<file path="config.mk">
export PLATFORM = sky130hd
export DESIGN_NAME = d8sdd_queue
export DESIGN_NICKNAME = d
export VERILOG_FILES = /design/src/hdl/d8sdd_pkg.sv /design/src/hdl/d8sdd_queue.sv
export SDC_FILE = /design/constraint.sdc
export NUM_CORES = 1
export LEC_CHECK = 0
export ABC_AREA = 1
export BUFFER_PORTS_ARGS = -buffer_cell sky130_fd_sc_hd__clkbuf_2
export CORE_MARGIN = 5
export CORE_UTILIZATION = 56
export CTS_BUF_LIST = sky130_fd_sc_hd__clkbuf_16
export DETAILED_ROUTE_END_ITERATION = 7
export HOLD_SLACK_MARGIN = 0.1
export PLACE_DENSITY = 0.84
export SYNTH_ARGS = -nofsm -noshare
export SYNTH_HDL_FRONTEND = slang
export SYNTH_SLANG_ARGS = --single-unit
</file>
<file path="constraint.sdc">
create_clock -name i_clk -period 3.67 [get_ports i_clk]
set_input_delay 0.1835 -clock i_clk [delete_from_list [all_inputs] [get_ports i_clk]]
set_output_delay 0.1835 -clock i_clk [all_outputs]
set_load 0.02 [all_outputs]
</file>
<file path="src/hdl/d8sdd_pkg.sv">
// ----------------------------------------------------------------------------
// d8sdd_pkg
// Shared sizes, codes, the queued command type and the neighbor offset tables
// of the steepest descent direction core.
// ----------------------------------------------------------------------------
package d8sdd_pkg;

    // Heightfield store geometry
    localparam int MAX_COLS    = 256;
    localparam int MAX_ROWS    = 256;
    localparam int HEIGHT_BITS = 16;
    localparam int COL_AW      = $clog2(MAX_COLS);
    localparam int ROW_AW      = $clog2(MAX_ROWS);
    localparam int MEM_DEPTH   = MAX_COLS * MAX_ROWS;
    localparam int MEM_AW      = COL_AW + ROW_AW;

    // Port field widths
    localparam int COORD_W  = 8;
    localparam int HIN_W    = 16;
    localparam int SIZE_W   = 9;
    localparam int DIR_W    = 4;
    localparam int SLOPE_W  = 25;
    localparam int CFG_IDX_W = 2;
    localparam int CFG_DAT_W = 9;

    // Diagonal scale: about 65536/1.414 in Q16
    localparam int DIAG_MUL = 46349;

    // Item operation codes
    localparam logic OP_WRITE = 1'b0;
    localparam logic OP_QUERY = 1'b1;

    // Configuration register indexes
    localparam logic [CFG_IDX_W-1:0] CFG_WIDTH  = 2'd0;
    localparam logic [CFG_IDX_W-1:0] CFG_HEIGHT = 2'd1;
    localparam logic [CFG_IDX_W-1:0] CFG_WRAP   = 2'd2;

    // Neighbor offset codes
    localparam logic signed [1:0] OFF_NEG  = -2'sd1;
    localparam logic signed [1:0] OFF_ZERO = 2'sd0;
    localparam logic signed [1:0] OFF_POS  = 2'sd1;

    // Command handed from the front part to the back part
    typedef struct packed {
        logic                    op;
        logic [COORD_W-1:0]      col;
        logic [COORD_W-1:0]      row;
        logic [HEIGHT_BITS-1:0]  height;
    } t_cmd;

    // Column offset of neighbor k; k = 0 is the center
    function automatic logic signed [1:0] f_dx(input logic [3:0] k);
        logic signed [1:0] v;
        unique case (k)
            4'd1, 4'd7, 4'd8: v = OFF_NEG;
            4'd3, 4'd4, 4'd5: v = OFF_POS;
            default:          v = OFF_ZERO;
        endcase
        return v;
    endfunction

    // Row offset of neighbor k; k = 0 is the center
    function automatic logic signed [1:0] f_dy(input logic [3:0] k);
        logic signed [1:0] v;
        unique case (k)
            4'd1, 4'd2, 4'd3: v = OFF_NEG;
            4'd5, 4'd6, 4'd7: v = OFF_POS;
            default:          v = OFF_ZERO;
        endcase
        return v;
    endfunction

endpackage

</file>
<file path="src/hdl/d8sdd_queue.sv">
// ----------------------------------------------------------------------------
// d8sdd_queue
// Two-entry command queue between the front and back parts.
// ----------------------------------------------------------------------------
module d8sdd_queue (
    input  logic            i_clk,
    input  logic            i_rst_n,
    input  logic            i_push,
    input  d8sdd_pkg::t_cmd i_cmd,
    input  logic            i_pop,
    output logic            o_full,
    output logic            o_empty,
    output d8sdd_pkg::t_cmd o_cmd
);
    import d8sdd_pkg::*;

    t_cmd       r_ent [0:1];
    logic       r_head, r_tail;
    logic [1:0] r_cnt;
    logic       do_push, do_pop;

    assign o_full  = (r_cnt == 2'd2);
    assign o_empty = (r_cnt == 2'd0);
    assign o_cmd   = r_ent[r_head];
    assign do_push = i_push && !o_full;
    assign do_pop  = i_pop && !o_empty;

    always_ff @(posedge i_clk) begin
        if (!i_rst_n) begin
            r_head <= 1'b0;
            r_tail <= 1'b0;
            r_cnt  <= '0;
        end else begin
            if (do_push) begin
                r_tail <= ~r_tail;
            end
            if (do_pop) begin
                r_head <= ~r_head;
            end
            if (do_push && !do_pop) begin
                r_cnt <= r_cnt + 2'd1;
            end else if (do_pop && !do_push) begin
                r_cnt <= r_cnt - 2'd1;
            end
        end
    end

    always_ff @(posedge i_clk) begin
        if (do_push) begin
            r_ent[r_tail] <= i_cmd;
        end
    end

endmodule

</file>
# After elaboration in Yosys (flattened, before gate mapping)
# Memories as Yosys holds them, arrays and structs flattened. A register that Yosys moved wholly into a read port is not among the register bits.
# Index checks and enable logic that the tools add are counted.
# W data, S select, Z words.
# word_totals
ff_bits	4
mem_bits_rw	66
inputBits	37
output_inout_bits	35
wordCells	25
memories	1
# mem_list
name	depth	width	read_ports	rd_ports_with_merged_regs	write_ports	line_no	rtl
r_ent	2	33	1	1	1	d8sdd_queue.sv:17	t_cmd r_ent [0:1];
# classes
addsub	2
eq_ne	1
mux	6
bitwise	2
reduce_logical	10
# ops
cell	count
$logic_and A1 B1 Y1	4
$logic_not A1 Y1	4
$mux W1	4
$mux W2	2
$add A2 B1 Y2 const B	1
$eq A2 B2 Y1 const B	1
$logic_not A2 Y1	1
$not A1 Y1	2
$reduce_bool A2 Y1	1
$sub A2 B1 Y2 const B	1

# Depth between registers and ports, before layout
# depth
depth_word	7
ltp_mapped	10
depth_no_buf	10

# Worst setup path before layout
# Ideal clock, no wire load.
# synth_path
path_kind	register to register
from	reg r_cnt[0]
to	mem r_ent[1][0] in the netlist's numbering (enable)
setup_time_ns	0.423
t_arrival_ns	1.874
required_time_ns	3.247
slack_ns	1.373
path_stages_with_launch	3
n_path_buf	0
period_less_slack_ns	2.297
cell_sequence	dfxtp_1 o21ai_2 nor2_1
# synth_via
elab_chain_cells	5
# synth_rtl
item	line_no	rtl
start, declared	d8sdd_queue.sv:19	logic [1:0] r_cnt;
start signal, assigned	d8sdd_queue.sv:41	r_cnt <= r_cnt + 2'd1;
start signal, assigned	d8sdd_queue.sv:43	r_cnt <= r_cnt - 2'd1;
$eq A2 B2 Y1	d8sdd_queue.sv:22	assign o_full = (r_cnt == 2'd2);
$logic_not A1 Y1	d8sdd_queue.sv:25	assign do_push = i_push && !o_full;
$logic_and A1 B1 Y1	d8sdd_queue.sv:25	
$mux W1	d8sdd_queue.sv:49	if (do_push) begin
$mux W1 (implied by the code)	d8sdd_queue.sv:50	r_ent[r_tail] <= i_cmd;
end, declared	d8sdd_queue.sv:17	
# Every way passes these cells.

==> qor.csv <==
stage,metric,value,unit
run_status,outcome,"complete, no violations",
clock_network,post_cts_hold_buffer_count,33,
detailed_routing,wirelength,5420,µm
setup_path,timing.critical_path.to_type,primary output,
global_routing,grt_antenna_before_repair,0,
worst_hold_path,hold_path_class,in -> reg,
sta,final.min_clock_period,2150,ps
sta,final.setup_skew,4.06,ps
power,clock_network_fraction_of_design_power,0.332,
global_routing,globalRouteOverflowTotal,0,
global_routing,first_global_vias,1711,
finish,instances_no_fill,324,
worst_hold_path,min_delay_path_depth,3,
clock_network,clkSlewWorstSetupHoldPaths,50,ps
detailed_routing,post_drt_via_cell_ratio,4.85,
sta,finalSetupViolCount,0,
power,power.internal,1.92,mW
synth,post_synth_main_area_contributors,"sky130_fd_sc_hd__edfxtp_1 71%, sky130_fd_sc_hd__mux2_4 16%, sky130_fd_sc_hd__dfxtp_1 3.6%",
global_routing,grt_first_pass_wirelength,8490,µm
setup_path,worst-path-max-fanout,33,
finish,area_growth_syn_to_layout,36.6,%
sta,timing.final.max_slew_violations,0,
synth,synth_top_cell_area_share,0.712,
synth,netlist-cell-type-count,15,
clock_network,root_buffer,sky130_fd_sc_hd__clkbuf_16,
sta,fin_crit_sh,0.587,
power,power.leakage,1.56,nW
setup_path,cp_data_arrival_time,1970,ps
setup_path,crit_type,reg -> out,
sta,least_margin_pin_slew,1090,ps
clock_network,clock-sinks,71,
finish,drive_above_1_share,0.473,
power,switching_power,0.761,mW
setup_path,worstReg2RegEnd,r_ent[0][20]$_DFFE_PP_,
die,die_span_x,80.5,µm
setup_path,timing.rr.start,r_cnt[0]$_SDFFE_PN0P_,
die,floorplan.initialDensity,0.581,
synth,synthesized_flop_and_latch_total,71,
finish,register_area,2080,µm²
clock_network,post_cts_resize_count,0,
place,place_hpwl,3080,µm
detailed_routing,avgRoutedWirePerCell,16.7,µm
global_routing,largest_net_degree_at_the_start_of_global_routing,34,
sta,fin_setup_tns,0,ps
clock_network,cts.path.max_buffers,2,
finish,multi_input_combinational_cell_area,611,µm²
power,net_sw_frac,0.284,
place,io_buffers,71,
synth,ys_seq_area_frac,0.748,
finish,layout.cells.most_common,sky130_fd_sc_hd__clkbuf_2,
run,drv_cap,0,
detailed_routing,number_of_violations_reported_at_the_end_of_detailed_routing_iteration_0,57,
synth,mappedNetlistArea,2780,µm²
detailed_routing,antenna_left,0,
synth,most_area_hungry_cell_type_in_the_yosys_netlist,sky130_fd_sc_hd__edfxtp_1,
setup_path,r2r_setup_slack,1940,ps
die,die-area,6480,µm²
finish,most_used_cells_in_the_layout_excluding_fill_and_tap_cells,"71 x sky130_fd_sc_hd__clkbuf_2, 66 x sky130_fd_sc_hd__edfxtp_1, 33 x sky130_fd_sc_hd__dlygate4sd3_1",
clock_network,numCtsBuffers,9,
die,row_count,25,
worst_hold_path,min_delay_worst_endpoint,r_cnt[1]$_SDFFE_PN0P_,
finish,nFillCells,263,
clock_network,cts_setup_buffers,0,
sta,final_hold_viol_count,0,
synth,yosysWarningCount,0,
worst_hold_path,timing.hold.worst.start,i_rst_n,
power,part_of_the_total_power_dissipated_in_sequential_elements,0.419,
setup_path,required_time_reported_for_the_critical_path_endpoint,3490,ps
power,power.density_cell_area,705,nW/µm²
die,die_y,80.5,µm
place,placed_cells,275,
synth,postSynthAreaPerCell,19.7,µm²
power,comb_power_share,0.249,
detailed_routing,drc,0,
die,coreArea,4790,µm²
synth,postSynthNetCount,179,
finish,nets,290,
sta,maxClockFrequency,464,MHz
power,power.ir.vdd_worst,0.000525,V
clock_network,cts_tree,built,
sta,slew_headroom,0.273,
clock_network,clkLatencyLatePin,330,ps
detailed_routing,route.vias.total,1573,
detailed_routing,drt_pre_antenna_iters,4,
global_routing,grtUsageTotal,0.189,
place,routabilityCongestion,0.698,
sta,unrepaired_setup_endpoints_after_global_routing,false,
clock_network,ctsHtreeMaxLevel,3,
die,num_io_pins,72,
setup_path,reg2reg_depth,2,
synth,syn_inst_count,141,
setup_path,critical_path.startpoint_type,flip-flop,
## logic make-up after synthesis
family | Yosys count | share of synthesized area
muxes | 33 | 0.174
buffers and inverters | 13 | 0.0378
DFF | 71 | 0.748
AOI/OAI and AO/OA | 4 | 0.00854
adders and majority gates | 1 | 0.00450
and+or+nand+nor | 19 | 0.0270
## power groups by stage
stage / clock network [mW] / logic (mW) / registers [mW]
floorplan: 0 / 0.542 / 1.07
global placement: 0 / 0.626 / 1.13
detailed placement: 0 / 0.638 / 1.14
CTS: 0.897 / 0.670 / 1.12
global route: 0.945 / 0.713 / 1.14
finish: 0.890 / 0.668 / 1.12
## worst max path at each step
stage | start | to | slack (ps)
global placement | flip-flop | o_cmd[24] | 1860
finish | flip-flop | o_cmd[24] | 1520
detailed placement | flip-flop | o_cmd[28] | 1870
floorplan | r_cnt[0]$_SDFFE_PN0P_ | r_ent[1][0]$_DFFE_PP_ | 1370
global route | flip-flop | o_cmd[24] | 1420
CTS | flip-flop | o_cmd[24] | 1500
## final cells by class
class / count / share of cell area
diodes: 1 / 0.000658
clock buffers: 9 / 0.0592
clock inverters: 6 / 0.0204
inverters: 9 / 0.00888
multi-input cells: 57 / 0.161
flip-flops and latches: 71 / 0.548
well taps: 67 / 0.0220
repair buffers: 104 / 0.180
## registers in the layout, indices dropped and copies added (netlist names), named ones only
signal	cells
r_cnt	2
r_head	1
r_ent	66
r_tail	1
## layer usage
layer,part of all wire,GRT usage,vias up
li1,-,-,746
met1,0.39,0.199,764
met2,0.52,0.325,53
met3,0.054,0.0549,10
met4,0.029,0.128,0
met5,0,0,-
## per-stage QoR
step                      setup slack [ps]  area [µm²]  hold slack (ps)  power (mW)   util
after CTS                             1500        3800              116        2.69  0.794
after global routing                  1420        3800              130        2.80  0.794
after global placement                1860        3170              373        1.76  0.662
final                                 1520        3800              134        2.68  0.795
after detailed placement              1870        3170              376        1.78  0.662
after floorplan                       1370        2780              282        1.62      -
## cell usage after synthesis
cell type / count
sky130_fd_sc_hd__o21ai_2: 1
sky130_fd_sc_hd__edfxtp_1: 66
sky130_fd_sc_hd__mux2_4: 30
sky130_fd_sc_hd__buf_12: 3
sky130_fd_sc_hd__nand3_1: 1
sky130_fd_sc_hd__nand4_1: 1
sky130_fd_sc_hd__inv_1: 9
sky130_fd_sc_hd__o21ai_0: 2
sky130_fd_sc_hd__buf_6: 1
sky130_fd_sc_hd__a21oi_1: 1
sky130_fd_sc_hd__nand2_1: 6
sky130_fd_sc_hd__dfxtp_1: 5
sky130_fd_sc_hd__nor2_1: 11
sky130_fd_sc_hd__ha_1: 1
sky130_fd_sc_hd__mux2_2: 3
## worst max-delay path: stages (launching register included)
cell                       delay (ps)
sky130_fd_sc_hd__dfxtp_2         1050
sky130_fd_sc_hd__mux2_2           420
sky130_fd_sc_hd__clkbuf_2         160
Power figures use the tool's default switching activity.
