$ cat config.mk
export PLATFORM = sky130hd
export DESIGN_NAME = d8sdd_front
export DESIGN_NICKNAME = d
export VERILOG_FILES = /design/src/hdl/d8sdd_pkg.sv /design/src/hdl/d8sdd_front.sv
export SDC_FILE = /design/constraint.sdc
export NUM_CORES = 1
export LEC_CHECK = 0
export BUFFER_PORTS_ARGS = -buffer_cell sky130_fd_sc_hd__buf_2
export CORE_MARGIN = 2
export CORE_UTILIZATION = 49
export DETAILED_ROUTE_END_ITERATION = 8
export PLACE_DENSITY = 0.75
export SKIP_CTS_REPAIR_TIMING = 1
export SLEW_MARGIN = 15
export SYNTH_ARGS = -nofsm -noshare
export SYNTH_HDL_FRONTEND = slang
export SYNTH_SLANG_ARGS = --single-unit
$ cat constraint.sdc
create_clock -name i_clk -period 2.05 [get_ports i_clk]
set_clock_uncertainty 0.1 [all_clocks]
set_input_delay 0.205 -clock i_clk [delete_from_list [all_inputs] [get_ports i_clk]]
set_output_delay 0.205 -clock i_clk [all_outputs]
set_load 0.02 [all_outputs]
$ cat src/hdl/d8sdd_pkg.sv
// ----------------------------------------------------------------------------
// d8sdd_pkg
// Shared sizes, codes, the queued command type and the neighbor offset tables
// of the steepest descent direction core.
// ----------------------------------------------------------------------------
package d8sdd_pkg;

    // Heightfield store geometry
    localparam int MAX_COLS    = 256;
    localparam int MAX_ROWS    = 256;
    localparam int HEIGHT_BITS = 16;
    localparam int COL_AW      = $clog2(MAX_COLS);
    localparam int ROW_AW      = $clog2(MAX_ROWS);
    localparam int MEM_DEPTH   = MAX_COLS * MAX_ROWS;
    localparam int MEM_AW      = COL_AW + ROW_AW;

    // Port field widths
    localparam int COORD_W  = 8;
    localparam int HIN_W    = 16;
    localparam int SIZE_W   = 9;
    localparam int DIR_W    = 4;
    localparam int SLOPE_W  = 25;
    localparam int CFG_IDX_W = 2;
    localparam int CFG_DAT_W = 9;

    // Diagonal scale: about 65536/1.414 in Q16
    localparam int DIAG_MUL = 46349;

    // Item operation codes
    localparam logic OP_WRITE = 1'b0;
    localparam logic OP_QUERY = 1'b1;

    // Configuration register indexes
    localparam logic [CFG_IDX_W-1:0] CFG_WIDTH  = 2'd0;
    localparam logic [CFG_IDX_W-1:0] CFG_HEIGHT = 2'd1;
    localparam logic [CFG_IDX_W-1:0] CFG_WRAP   = 2'd2;

    // Neighbor offset codes
    localparam logic signed [1:0] OFF_NEG  = -2'sd1;
    localparam logic signed [1:0] OFF_ZERO = 2'sd0;
    localparam logic signed [1:0] OFF_POS  = 2'sd1;

    // Command handed from the front part to the back part
    typedef struct packed {
        logic                    op;
        logic [COORD_W-1:0]      col;
        logic [COORD_W-1:0]      row;
        logic [HEIGHT_BITS-1:0]  height;
    } t_cmd;

    // Column offset of neighbor k; k = 0 is the center
    function automatic logic signed [1:0] f_dx(input logic [3:0] k);
        logic signed [1:0] v;
        unique case (k)
            4'd1, 4'd7, 4'd8: v = OFF_NEG;
            4'd3, 4'd4, 4'd5: v = OFF_POS;
            default:          v = OFF_ZERO;
        endcase
        return v;
    endfunction

    // Row offset of neighbor k; k = 0 is the center
    function automatic logic signed [1:0] f_dy(input logic [3:0] k);
        logic signed [1:0] v;
        unique case (k)
            4'd1, 4'd2, 4'd3: v = OFF_NEG;
            4'd5, 4'd6, 4'd7: v = OFF_POS;
            default:          v = OFF_ZERO;
        endcase
        return v;
    endfunction

endpackage

$ cat src/hdl/d8sdd_front.sv
// ----------------------------------------------------------------------------
// d8sdd_front
// Accepts items, reduces query centers by the edge mode and queues commands.
// ----------------------------------------------------------------------------
module d8sdd_front (
    input  logic                          i_clk,
    input  logic                          i_rst_n,
    input  logic                          i_start,
    input  logic                          i_op,
    input  logic [d8sdd_pkg::COORD_W-1:0] i_col,
    input  logic [d8sdd_pkg::COORD_W-1:0] i_row,
    input  logic [d8sdd_pkg::HIN_W-1:0]   i_height,
    input  logic [d8sdd_pkg::SIZE_W-1:0]  i_cols,
    input  logic [d8sdd_pkg::SIZE_W-1:0]  i_rows,
    input  logic                          i_wrap,
    input  logic                          i_q_full,
    output logic                          o_busy,
    output logic                          o_push,
    output d8sdd_pkg::t_cmd               o_cmd
);
    import d8sdd_pkg::*;

    localparam logic [1:0] FS_IDLE = 2'd0;
    localparam logic [1:0] FS_DIV  = 2'd1;
    localparam logic [1:0] FS_PUSH = 2'd2;

    logic [1:0]          r_state, n_state;
    logic [2:0]          r_cnt;
    logic [COORD_W-1:0]  r_qc, r_qr;       // dividend bits, MSB first
    logic [SIZE_W-1:0]   r_rc, r_rr;       // running remainders
    t_cmd                r_cmd;
    logic                accept;
    logic [SIZE_W-1:0]   cc_clamp, cr_clamp;
    t_cmd                in_cmd;

    // One restoring remainder step: shift in a bit, subtract if it fits
    function automatic logic [SIZE_W-1:0] f_rem_step(input logic [SIZE_W-1:0] r,
                                                     input logic b,
                                                     input logic [SIZE_W-1:0] d);
        logic [SIZE_W-1:0] t;
        t = {r[SIZE_W-2:0], b};
        if (t >= d) begin
            t = t - d;
        end
        return t;
    endfunction

    assign o_busy = (r_state != FS_IDLE) || i_q_full;
    assign accept = i_start && !o_busy;

    // Clamp the center to the size in use
    assign cc_clamp = ({1'b0, i_col} >= i_cols) ? i_cols - 1'b1 : {1'b0, i_col};
    assign cr_clamp = ({1'b0, i_row} >= i_rows) ? i_rows - 1'b1 : {1'b0, i_row};

    always_comb begin
        in_cmd.op     = i_op;
        in_cmd.col    = i_col;
        in_cmd.row    = i_row;
        in_cmd.height = i_height[HEIGHT_BITS-1:0];
        if (i_op == OP_QUERY && !i_wrap) begin
            in_cmd.col = cc_clamp[COORD_W-1:0];
            in_cmd.row = cr_clamp[COORD_W-1:0];
        end
    end

    always_comb begin
        n_state = r_state;
        o_push  = 1'b0;
        o_cmd   = in_cmd;
        unique case (r_state)
            FS_IDLE: begin
                if (accept) begin
                    if (i_op == OP_QUERY && i_wrap) begin
                        n_state = FS_DIV;
                    end else begin
                        o_push = 1'b1;
                    end
                end
            end
            FS_DIV: begin
                if (r_cnt == 3'd7) begin
                    n_state = FS_PUSH;
                end
            end
            FS_PUSH: begin
                o_cmd = r_cmd;
                o_cmd.col = r_rc[COORD_W-1:0];
                o_cmd.row = r_rr[COORD_W-1:0];
                if (!i_q_full) begin
                    o_push  = 1'b1;
                    n_state = FS_IDLE;
                end
            end
            default: n_state = FS_IDLE;
        endcase
    end

    always_ff @(posedge i_clk) begin
        if (!i_rst_n) begin
            r_state <= FS_IDLE;
            r_cnt   <= '0;
        end else begin
            r_state <= n_state;
            if (r_state == FS_DIV) begin
                r_cnt <= r_cnt + 3'd1;
            end else begin
                r_cnt <= '0;
            end
        end
    end

    // Remainder datapath: col % width and row % height, one bit a cycle
    always_ff @(posedge i_clk) begin
        if (r_state == FS_IDLE && accept) begin
            r_cmd <= in_cmd;
            r_qc  <= i_col;
            r_qr  <= i_row;
            r_rc  <= '0;
            r_rr  <= '0;
        end else if (r_state == FS_DIV) begin
            r_rc <= f_rem_step(r_rc, r_qc[COORD_W-1], i_cols);
            r_rr <= f_rem_step(r_rr, r_qr[COORD_W-1], i_rows);
            r_qc <= {r_qc[COORD_W-2:0], 1'b0};
            r_qr <= {r_qr[COORD_W-2:0], 1'b0};
        end
    end

endmodule

**Yosys cells after proc, flatten, opt, wreduce, memory -nomap -nowiden**

Cells that the tools add are included.

- Memory bits (read-only): 0
- Bits in writable memories: 0
- Logic and storage cells: 55
- Output and inout bits: 35
- Memories kept: 0
- Latch bits: 0
- Input bits: 56
- Bits in registers: 54

- Mux-type cells: 19
- Equality and inequality tests: 7
- Shift-type cells: 0
- Bitwise operators: 0
- Add/subtract/negate cells: 5
- $lt $le $gt $ge: 4
- Multiply operators: 0
- Reductions and logical operators: 12
- Divide/modulo/power cells: 0

Operators by type and width:

| operator | number |
|---|---|
| $mux W8 | 8 |
| $mux W33 | 1 |
| $ge A8 B9 Y1 | 2 |
| $ge A9 B9 Y1 | 2 |
| $mux W16 | 1 |
| $sub A8 B1 Y8 const B | 2 |
| $sub A8 B8 Y8 | 2 |
| $mux W2 | 4 |
| $ne A2 B2 Y1 const B | 4 |
| $pmux W2 S3 | 1 |
| $logic_and A1 B1 Y1 | 4 |
| $reduce_and A4 Y1 | 1 |
| $reduce_bool A2 Y1 | 2 |
| $add A3 B1 Y3 const B | 1 |
| $eq A3 B3 Y1 const B | 1 |
| $mux W1 | 3 |
| $eq A2 B1 Y1 const B | 1 |
| $eq A2 B2 Y1 const B | 1 |
| $logic_not A1 Y1 | 2 |
| $logic_not A2 Y1 | 1 |
| $pmux W1 S2 | 1 |
| $reduce_and A2 Y1 | 1 |
| $logic_or A1 B1 Y1 | 1 |

**Depth between registers and ports, before layout**

- Word-level depth: 6
- Depth in mapped cells: 9
- Gate-level depth less buffers: 9

**Worst setup path after synthesis**

Ideal clock, no wire load.

- Path type: input -> output
- Start: in i_rows[5] (netlist name)
- End: out o_cmd[17] (netlist name)
- Path buffers: 0
- Required time: 1.745 ns
- Path slack: -0.264 ns
- Stages on the path: 7
- Arrival time: 2.009 ns
- Path through: inv_1 ha_1 a21o_1 a211oi_1 a31oi_2 and2_0 o31ai_1

RTL lines:

| element | line | source |
|---|---|---|
| start: declaration | d8sdd_front.sv:14 | `input logic [d8sdd_pkg::SIZE_W-1:0] i_rows,` |
| end: declaration | d8sdd_front.sv:19 | `output d8sdd_pkg::t_cmd o_cmd` |

==> metrics.cfg <==
[run_status]
status=finished, violations left
violations=setup timing

[clocking]
h-tree-depth=2
cts_tree=built
cts_buffer_depth=2
path_clk_slew_ns=0.10
cts.sinks=54
cts_inserted_buffers=5
clk_latency_ns=0.32
cts-root-buf=clkbuf_8

[logic_synthesis]
synth_cells=412
synth_edf_count=33
synth-main-ff-cell=edfxtp_1
synthArstFlopShare_pct=0
netlist_area_um2=3895
yosysWarnings=0
yosysSeqAreaShare_pct=36.24
syn-num-nets=508
yosysUniqueCellTypes=55
syn_area_per_cell_um2=9.454
synth-seq-cells=54

[floorplanning]
die_x_um=93.16
start_util_pct=50.40
ios=91
core_um2=7727
rows=32
dieArea_um2=8678
die_h_um=93.16

[final_layout]
fillCellCount=406
fin_nets=701
drive_above_1_share_pct=51.65
final_cells=708
final_cell_area_um2=6183
n_antenna_cell=0
area_delta_synth_final_pct=58.75
final_core_util_pct=80.02

[detailed_routing]
drc=0
dr.pass1.iters=5
vias_per_cell=6.034
ant_nets=0
routed-via-count=4272
drt_iter0_drc=385
wl_per_cell_um=21.03
drt-total-wl_um=14890

[timing]
rsz0062_at_grt=yes
fin_ws_ns=-0.2719
finalSetupTns_ns=-3.047
setup_viol_count_final=23
post-route-period-util_pct=113.3
fin_crit_ns=2.322
maxSlewViolCount=0
worst_slew_pin_slew_ns=0.4220
slew_headroom_pct=71.87
hold_viol=0
max_freq_mhz=430.7

[setup_path]
critical_path.max_stage_delay_ns=0.33
worstPathCellList=buf_2 -> inv_2 -> ha_1 -> nor4_1 -> buf_4 -> a211oi_4 -> buf_12 -> mux2i_4 -> o21ai_2 -> buf_6
crit_required_ns=1.75
crit_type=input pin to output pin
worstPathArrival_ns=2.02
cp-end-kind=output pin
slowest_stage=nor4_1
crit_fanout=8
start_kind=input pin

[placement]
place_area_um2=5130
gp_congestion=0.9905
port_buffers=90
dp_hpwl_um=8498
placedCellCount=672

[global_route]
grt_first_pass_wirelength_um=17040
track_usage_pct=24.74
antenna_found_initial=0
grt_pass1_vias=3708
grt_max_degree=32
grt_overflow=0

[pwr]
total_power_mw=2.844
power_leakage_nw=2.644
ir_drop_mv=0.3561
p_per_area_nw_per_um2=460.0

[worst_hold_path]
worst_hold_path_type=input pin to flip-flop

[flow_run]
drv_cap=0

## per-layer routing
layer	routed length (µm)	part of all wire [%]	global-route usage (%)	vias up
met1	5640	38	32.12	2025
met2	7187	48	43.18	297
met3	1175	7.9	3.546	90
met4	883	5.9	6.618	0
met5	0	0	0	-
li1	-	-	-	1860
## cells in the final DEF (no fill, tap or decap), types with 11 or more instances in the layout
master / count
buf_4: 89
nand2_1: 69
buf_2: 62
edfxtp_1: 33
buf_6: 24
o21ai_2: 20
ha_1: 20
xnor2_1: 17
mux2_2: 17
ha_4: 17
dlygate4sd3_1: 16
dfxtp_1: 16
inv_1: 14
nand3_1: 13
mux2i_1: 12
nor2_1: 11
## cell type report
type,instances,area (µm²),area share [%]
Sequential cell,54,1418,22.93
Clock inverter,3,16.27,0.2631
Inverter,29,136.4,2.206
Clock buffer,5,68.82,1.113
Multi-Input combinational cell,317,2893,46.78
Timing Repair Buffer,198,1524,24.65
Tap cell,102,127.6,2.064
## worst max-delay path: cells and delay by family
family                     cells  cell delay [ns]
and+or+nand+nor                1             0.33
AOI/OAI and AO/OA              2             0.26
buffers and inverters          5             0.77
muxes                          1             0.19
adders and majority gates      1             0.27
## cell usage after synthesis (5+ instances only)
cell / n / share of area, %
nor2_1: 12 / 1.2
a21oi_1: 9 / 1.2
inv_1: 28 / 2.7
xnor2_1: 17 / 3.8
and3_1: 5 / 0.80
mux2_2: 17 / 4.9
nand3_1: 14 / 1.8
edfxtp_1: 33 / 25
xor2_1: 5 / 1.1
nand2_1: 71 / 6.8
ha_1: 38 / 12
clkbuf_1: 8 / 0.77
o21ai_0: 33 / 4.2
mux2i_1: 26 / 6.7
nor2b_1: 6 / 0.96
nor3_1: 10 / 1.3
dfxtp_1: 21 / 11
## sequential cells by signal, summed over array words and instances (netlist names)
signal,flops
r_cmd,17
r_rr,8
r_qr,8
r_state,2
r_rc,8
r_qc,8
r_cnt,3
## through the flow
step	setup slack, ns	hold WS [ns]
detailed placement	-0.2521	0.2977
global route	-0.2811	0.03174
finish	-0.2719	0.02187
CTS	-0.2567	-0.02926
global placement	-0.2129	0.2950
floorplan	-0.03371	0.2039
## final timing paths
check | from | to | slack, ns | cells after the start
worst max-delay path | i_cols[5] | o_cmd[31] | -0.27 | 10
worst min register to register | r_cnt[0]$_SDFF_PN0_ | r_cnt[0]$_SDFF_PN0_ | 0.33 | 1
worst max register to register | r_rc[5]$_SDFFE_PP0P_ | r_rc[7]$_SDFFE_PP0P_ | -0.07 | 8
worst min-delay path | i_rst_n | r_cnt[0]$_SDFF_PN0_ | 0.02 | 3
## power breakdown
part / leakage, nW / switching (mW) / internal [mW]
sequential: 0.483 / 0.0224 / 1.21
clock: 0.0377 / 0.396 / 0.235
combinational: 2.12 / 0.506 / 0.476
total: 2.64 / 0.925 / 1.92
## cell families after synthesis
| kind of cell | after synthesis | synth area share [%] |
|---|---|---|
| AOI/OAI and AO/OA | 76 | 13.46 |
| xor gates and xnor gates | 22 | 4.947 |
| adders and majority gates | 40 | 13.23 |
| buffers and inverters | 42 | 4.176 |
| DFF | 54 | 36.24 |
| muxes | 45 | 12.37 |
| and+or+nand+nor | 133 | 15.58 |
(Power assumes the default switching activity.)
